## src/design/khb_pkg.sv

```systemverilog
// Shared constants, command codes and status struct of the keyed max-heap bank.
`timescale 1ns / 1ps
package khb_pkg;
	localparam int QUEUES      = 16;
	localparam int QUEUE_DEPTH = 256;
	localparam int KEY_BYTES   = 15;

	localparam int KEYW  = KEY_BYTES * 8;
	localparam int QW    = (QUEUES > 1) ? $clog2(QUEUES) : 1;
	localparam int DW    = $clog2(QUEUE_DEPTH);
	localparam int SZW   = DW + 1;
	localparam int ADDRW = QW + DW;
	localparam int RAMD  = 2 ** ADDRW;
	localparam int VALW  = 17;
	localparam int CNTW  = 16;
	localparam int SUMW  = 48;
	localparam logic [SUMW-1:0] SUM_MAX = '1;

	localparam logic FUNC_PUSH = 1'b0;
	localparam logic FUNC_POP  = 1'b1;

	typedef enum logic [3:0] {
		CMD_IDLE,
		CMD_START,
		CMD_UP_CHK,
		CMD_UP_CMP,
		CMD_POP_TEST,
		CMD_POP_TOP,
		CMD_POP_LAST,
		CMD_DN_L,
		CMD_DN_R,
		CMD_DN_CMP,
		CMD_RESULT
	} khb_cmd_t;

	typedef struct packed {
		logic is_pop;
		logic found;
		logic push_ok;
		logic i_zero;
		logic parent_ge;
		logic pop_more;
		logic dn_done;
		logic out_free;
	} khb_stat_t;
endpackage

```

## src/design/khb_ctrl.sv

```systemverilog
// Sequencer of the keyed max-heap bank: lookup, sift up, pop and sift down.
`timescale 1ns / 1ps
module khb_ctrl (
	input  logic              clk,
	input  logic              arst_n,
	input  logic              in_valid,
	output logic              in_ready,
	input  khb_pkg::khb_stat_t stat,
	output khb_pkg::khb_cmd_t  cmd
);
	typedef enum logic [3:0] {
		S_IDLE, S_START, S_UP_CHK, S_UP_CMP, S_POP_TEST, S_POP_TOP,
		S_POP_LAST, S_DN_L, S_DN_R, S_DN_CMP, S_RESULT
	} state_t;

	state_t state_q;

	always_ff @(posedge clk or negedge arst_n) begin
		if (!arst_n) begin
			state_q <= S_IDLE;
		end else begin
			unique case (state_q)
				S_IDLE:     if (in_valid) state_q <= S_START;
				S_START: begin
					if (stat.is_pop) state_q <= stat.found ? S_POP_TEST : S_RESULT;
					else state_q <= stat.push_ok ? S_UP_CHK : S_RESULT;
				end
				S_UP_CHK:   state_q <= stat.i_zero ? S_RESULT : S_UP_CMP;
				S_UP_CMP:   state_q <= stat.parent_ge ? S_RESULT : S_UP_CHK;
				S_POP_TEST: state_q <= stat.pop_more ? S_POP_TOP : S_RESULT;
				S_POP_TOP:  state_q <= S_POP_LAST;
				S_POP_LAST: state_q <= S_DN_L;
				S_DN_L:     state_q <= S_DN_R;
				S_DN_R:     state_q <= S_DN_CMP;
				S_DN_CMP:   state_q <= stat.dn_done ? S_POP_TEST : S_DN_L;
				S_RESULT:   if (stat.out_free) state_q <= S_IDLE;
				default:    state_q <= S_IDLE;
			endcase
		end
	end

	assign in_ready = (state_q == S_IDLE);

	always_comb begin
		unique case (state_q)
			S_IDLE:     cmd = khb_pkg::CMD_IDLE;
			S_START:    cmd = khb_pkg::CMD_START;
			S_UP_CHK:   cmd = khb_pkg::CMD_UP_CHK;
			S_UP_CMP:   cmd = khb_pkg::CMD_UP_CMP;
			S_POP_TEST: cmd = khb_pkg::CMD_POP_TEST;
			S_POP_TOP:  cmd = khb_pkg::CMD_POP_TOP;
			S_POP_LAST: cmd = khb_pkg::CMD_POP_LAST;
			S_DN_L:     cmd = khb_pkg::CMD_DN_L;
			S_DN_R:     cmd = khb_pkg::CMD_DN_R;
			S_DN_CMP:   cmd = khb_pkg::CMD_DN_CMP;
			S_RESULT:   cmd = khb_pkg::CMD_RESULT;
			default:    cmd = khb_pkg::CMD_IDLE;
		endcase
	end
endmodule

```

## config.mk

```make
export PLATFORM = sky130hd
export DESIGN_NAME = khb_ctrl
export DESIGN_NICKNAME = d
export VERILOG_FILES = /design/src/design/khb_pkg.sv /design/src/design/khb_ctrl.sv
export SDC_FILE = /design/constraint.sdc
export NUM_CORES = 1
export LEC_CHECK = 0
export BUFFER_PORTS_ARGS = -buffer_cell sky130_fd_sc_hd__buf_2
export CORE_AREA = 5 5 42 44
export DETAILED_ROUTE_END_ITERATION = 7
export DIE_AREA = 0 0 47 49
export PLACE_DENSITY = 0.56
export SKIP_CTS_REPAIR_TIMING = 1
export SYNTH_ARGS = -nofsm -noshare
export SYNTH_HDL_FRONTEND = slang
export SYNTH_SLANG_ARGS = --single-unit
```

## constraint.sdc

```tcl
create_clock -name clk -period 1.5 [get_ports clk]
set_clock_uncertainty 0.15 [all_clocks]
set_input_delay 0.075 -clock clk [delete_from_list [all_inputs] [get_ports clk]]
set_output_delay 0.075 -clock clk [all_outputs]
set_load 0.01 [all_outputs]
```

### Yosys cells after proc, flatten, opt, wreduce, memory -nomap -nowiden

Memory sizes are Yosys's and may differ from the RTL's.
Index checks and enable logic that the tools add are counted.
W data, S select, Z words.

* bits in registers: 4
* bits in latches: 0
* bits in writable memories: 0
* ROM bits: 64
* input bits: 11
* output and inout port bits: 5
* word-level logic and storage cells: 26
* memories: 1

* add/sub/neg operators: 0
* multiply operators: 0
* div/mod/pow operators: 0
* order comparisons: 0
* equality and inequality tests: 12
* shifts and indexed selects: 0
* multiplexer cells: 10
* bitwise operators: 0
* reduce and logical (&&, ||, !) cells: 2

Memory list
* (no name shown): depth 16, width 4, rd ports 1, clocked after memory_dff 0, write ports 0, line khb_ctrl.sv:45 `unique case (state_q)`

Operators by type and width (count)
* $pmux W4 S11: 1
* $mux W4: 8
* $eq A4 B3 Y1 const B: 4
* $eq A4 B4 Y1 const B: 3
* $eq A4 B2 Y1 const B: 2
* $eq A4 B1 Y1 const B: 1
* $logic_not A4 Y1: 1
* $ne A2 B2 Y1 const B: 2
* $mux W2: 1
* $reduce_and A2 Y1: 1

### Logic depth before layout (Yosys ltp)

* depth after elaboration: 3
* depth in mapped cells: 4
* gate-level depth less buffers: 3

### Least setup slack after synthesis

Ideal clock, no wire load.

* path kind: reg2reg
* start: reg state_q[3]
* end: reg state_q[0]
* setup time: 0.130 ns
* arrival time: 1.055 ns
* data required time: 1.220 ns
* setup slack: 0.165 ns
* cell stages (with the launch flop): 4
* path buffers: 0
* clock period less this slack: 1.335 ns
* cell sequence: dfrtp_1 -> or4_4 -> o21ai_2 -> a21oi_1

* word-level cells in the longest chain between the ends: 3
* elaborated cells on any way between the ends: 15
* those cells by class: eq/ne: 12; mux: 1; reduce/logical: 2

RTL lines
* start, declared: line khb_ctrl.sv:16 `state_t state_q;`
* start signal, assigned: line khb_ctrl.sv:25 `if (stat.is_pop) state_q <= stat.found ? S_POP_TEST : S_RESULT;`
* start signal, assigned: line khb_ctrl.sv:26 `else state_q <= stat.push_ok ? S_UP_CHK : S_RESULT;`
* start signal, assigned: line khb_ctrl.sv:28 `S_UP_CHK: state_q <= stat.i_zero ? S_RESULT : S_UP_CMP;`
* $eq A4 B4 Y1 or $logic_not A4 Y1 (tied branches): line khb_ctrl.sv:22 `unique case (state_q)`
* $ne A2 B2 Y1 (no source line)
* $reduce_and A2 Y1 (no source line)

Parallel ways exist; a longest one is shown, timed or not.
A chain may end at the register's enable or synchronous reset.

### Worst setup path in the final report

* start: reg state_q[3]
* end: out in_ready

* word-level cells in the longest chain between the ends: 1

RTL lines
* $logic_not A4 Y1: line khb_ctrl.sv:42 `assign in_ready = (state_q == S_IDLE);`
* end, declared: line khb_ctrl.sv:7 `output logic in_ready,`

Every way passes these cells.

==> impl_metrics.yaml <==
run_status:
  status: "complete, but fails checks"
  violations: "negative setup slack"
logic_synthesis:
  synth_ff_type: "dfrtp_1"
  synth_top_cell_by_area: "dfrtp_1"
  synth_cells: 46
  ys_top_cells_by_area: "dfrtp_1, buf_2, nor2b_1, o21ai_0, a22oi_1"
  syn_area_um2: 375
  yosysSeqAreaShare_pct: 26.7
  synth_top_area_share_pct: 26.7
  yosysWarnings: 0
  ys_ff_latch: 4
  avgSynthCellArea_um2: 8.16
  synth_edf_count: 0
  async_flop_share_pct: 100
  syn_nets: 57
  ys_types: 29
power_and_ir_drop:
  combPwrFrac_pct: 64.3
  clkPwrFrac_pct: 12.0
  cellLeakagePower_nw: 0.270
  power.net_switching_mw: 0.463
  seqPwrFrac_pct: 23.7
  internal_power_mw: 0.644
  p_per_area_nw_per_um2: 1920
  peakVddDrop_v: 0.000916
  power_mw: 1.11
  switching_share_pct: 41.8
global_routing:
  overflow: 0
  grt_max_degree: 17
  grt.total_usage_pct: 9.82
  grt_pass1_vias: 418
  grt_pass1_wl_mm: 1.70
  antenna_found_initial: 0
timing:
  timing.final.crit_share_pct: 107
  fmax_ghz: 0.622
  worst_slack_ns: -0.108
  final.min_clock_period_ns: 1.61
  drv_slew: 0
  setup_viol: 3
  hold_viol_final: 0
  slew_headroom_pct: 80.2
  rsz0062_at_grt: "true"
  hold_slack_ns: 0.0263
  max_slew.worst_pin.slew_ns: 0.294
worst_setup_path:
  timing.rr.start: "state_q[3]"
  worstSetupPathType: "reg -> out"
  crit_path_cell_trace: "or4_4 -> inv_2 -> buf_6"
  rrSetupSlack_ns: -0.06
  arrival_ns: 1.38
  critPathMaxFanout: 7
  crit_path_top_delay_cell: "or4_4"
  cp_data_required_time_ns: 1.27
  startpoint: "state_q[3]"
  worstRegToRegCells: 4
  worst_path_largest_cell_delay_ns: 0.56
  cp-start-kind: "flop"
  crit_path_end_kind: "output port"
  r2r_end: "state_q[0]"
route:
  drc_errors: 0
  drtAntennaViolNets: 0
  viasPerCell: 4.98
  post_drt_wl_per_cell_um: 12.2
  drt_iter0_markers: 0
  totalWireLength_mm: 1.05
  dr.pass1.iters: 1
  vias: 428
floorplan:
  design.core.area_um2: 1400
  core.rowCount: 14
  io_pins: 16
  initial_core_util_pct: 26.8
  fp.dieH_um: 49
  die_w_um: 47
  die-area_um2: 2300
clock_tree:
  cts-buffers-inserted: 3
  clk_path_buf_depth: 2
  htree_levels: 1
  cts_tree: "yes"
  clk_latency_ns: 0.23
  root_buffer: "clkbuf_4"
  clk_pin_slew_ns: 0.04
  clkSinkCount: 4
cells_and_area:
  final_cells: 86
  antenna_cells: 0
  largest_reg_flops: 4
  final_layout_size_suffix_gt1_share_pct: 50.0
  top_register: "state_q"
  fillCellCount: 161
  layout_commonest_cell: "buf_2"
  nets: 83
  mostFrequentLayoutCells: "buf_2, buf_4"
  syn_to_final_growth_pct: 53.3
  reg.largest.list: "state_q (4)"
hold_path:
  hp-class: "in -> async"
place:
  dp_hpwl_um: 777
  io_buffers: 15
  gp_congestion: 0.844
  placed_cells: 78
job:
  maxCapViolCount: 0
worst max-delay path: cells and delay by family (launching register included):
kind                   cells  cell delay (ns)
AND/OR/NAND/NOR            1             0.56
flip-flops                 1             0.43
buffers and inverters      2             0.16
per-stage QoR:
stage	TNS, ns	instance area [um^2]	utilization, %	setup WS, ns
floorplan	0	375	-	0.165
global placement	0	488	34.8	0.0765
detailed placement	0	488	34.8	0.0726
CTS	-0.260	510	36.4	-0.151
global route	-0.383	576	41.1	-0.146
finish	-0.207	576	41.1	-0.108
how the worst max path moves through the flow:
| stage | endpoint | slack (ns) | cells after the start |
|---|---|---|---|
| 3_5_place_dp | state_q[0] | 0.07 | 3 |
| 4_1_cts | in_ready | -0.15 | 3 |
| 5_1_grt | in_ready | -0.15 | 3 |
| 6_report | in_ready | -0.11 | 3 |
| 2_1_floorplan | state_q[0] | 0.17 | 3 |
| 3_3_place_gp | state_q[3] | 0.08 | 4 |
area by class of cell:
type | count | area (um^2) | area share (%)
Clock buffer | 3 | 22.5 | 3.91
Inverter | 3 | 13.8 | 2.39
Multi-Input combinational cell | 35 | 250 | 43.5
Sequential cell | 4 | 104 | 18.0
Tap cell | 16 | 20.0 | 3.48
Timing Repair Buffer | 25 | 165 | 28.7
layer usage:
layer	global-route usage [%]	wire, um	share of wire, %	vias up
met5	0	0	0	-
met4	2.76	12	1.1	0
met3	5.54	81	7.7	2
met2	14.5	525	50	13
met1	12.0	430	41	190
li1	-	-	-	223
power groups by stage:
stage	clock network (mW)	logic [mW]	registers (mW)
after global routing	0.151	0.793	0.279
after detailed placement	0	0.613	0.251
after floorplan	0	0.454	0.197
after CTS	0.142	0.616	0.250
final	0.132	0.712	0.263
after global placement	0	0.615	0.251
synth_stat cells (2+ instances only):
master    n
a22oi_1   2
and2_1    2
buf_2     4
dfrtp_1   4
inv_1     3
nor2_1    2
nor2b_1   3
o211ai_1  2
o21ai_0   3
o21ai_1   2
logic make-up (layout without fill, tap and decap cells):
kind of cell           count (synthesis)  in the layout  share of synthesized area, %
flip-flops                             4              4                          26.7
AO/OA/AOI/OAI                         16             16                          28.7
buffers and inverters                  7             31                          8.33
multiplexers                           1              1                          2.67
AND/OR/NAND/NOR                       18             18                          33.7
Power figures use the tool's default switching activity.
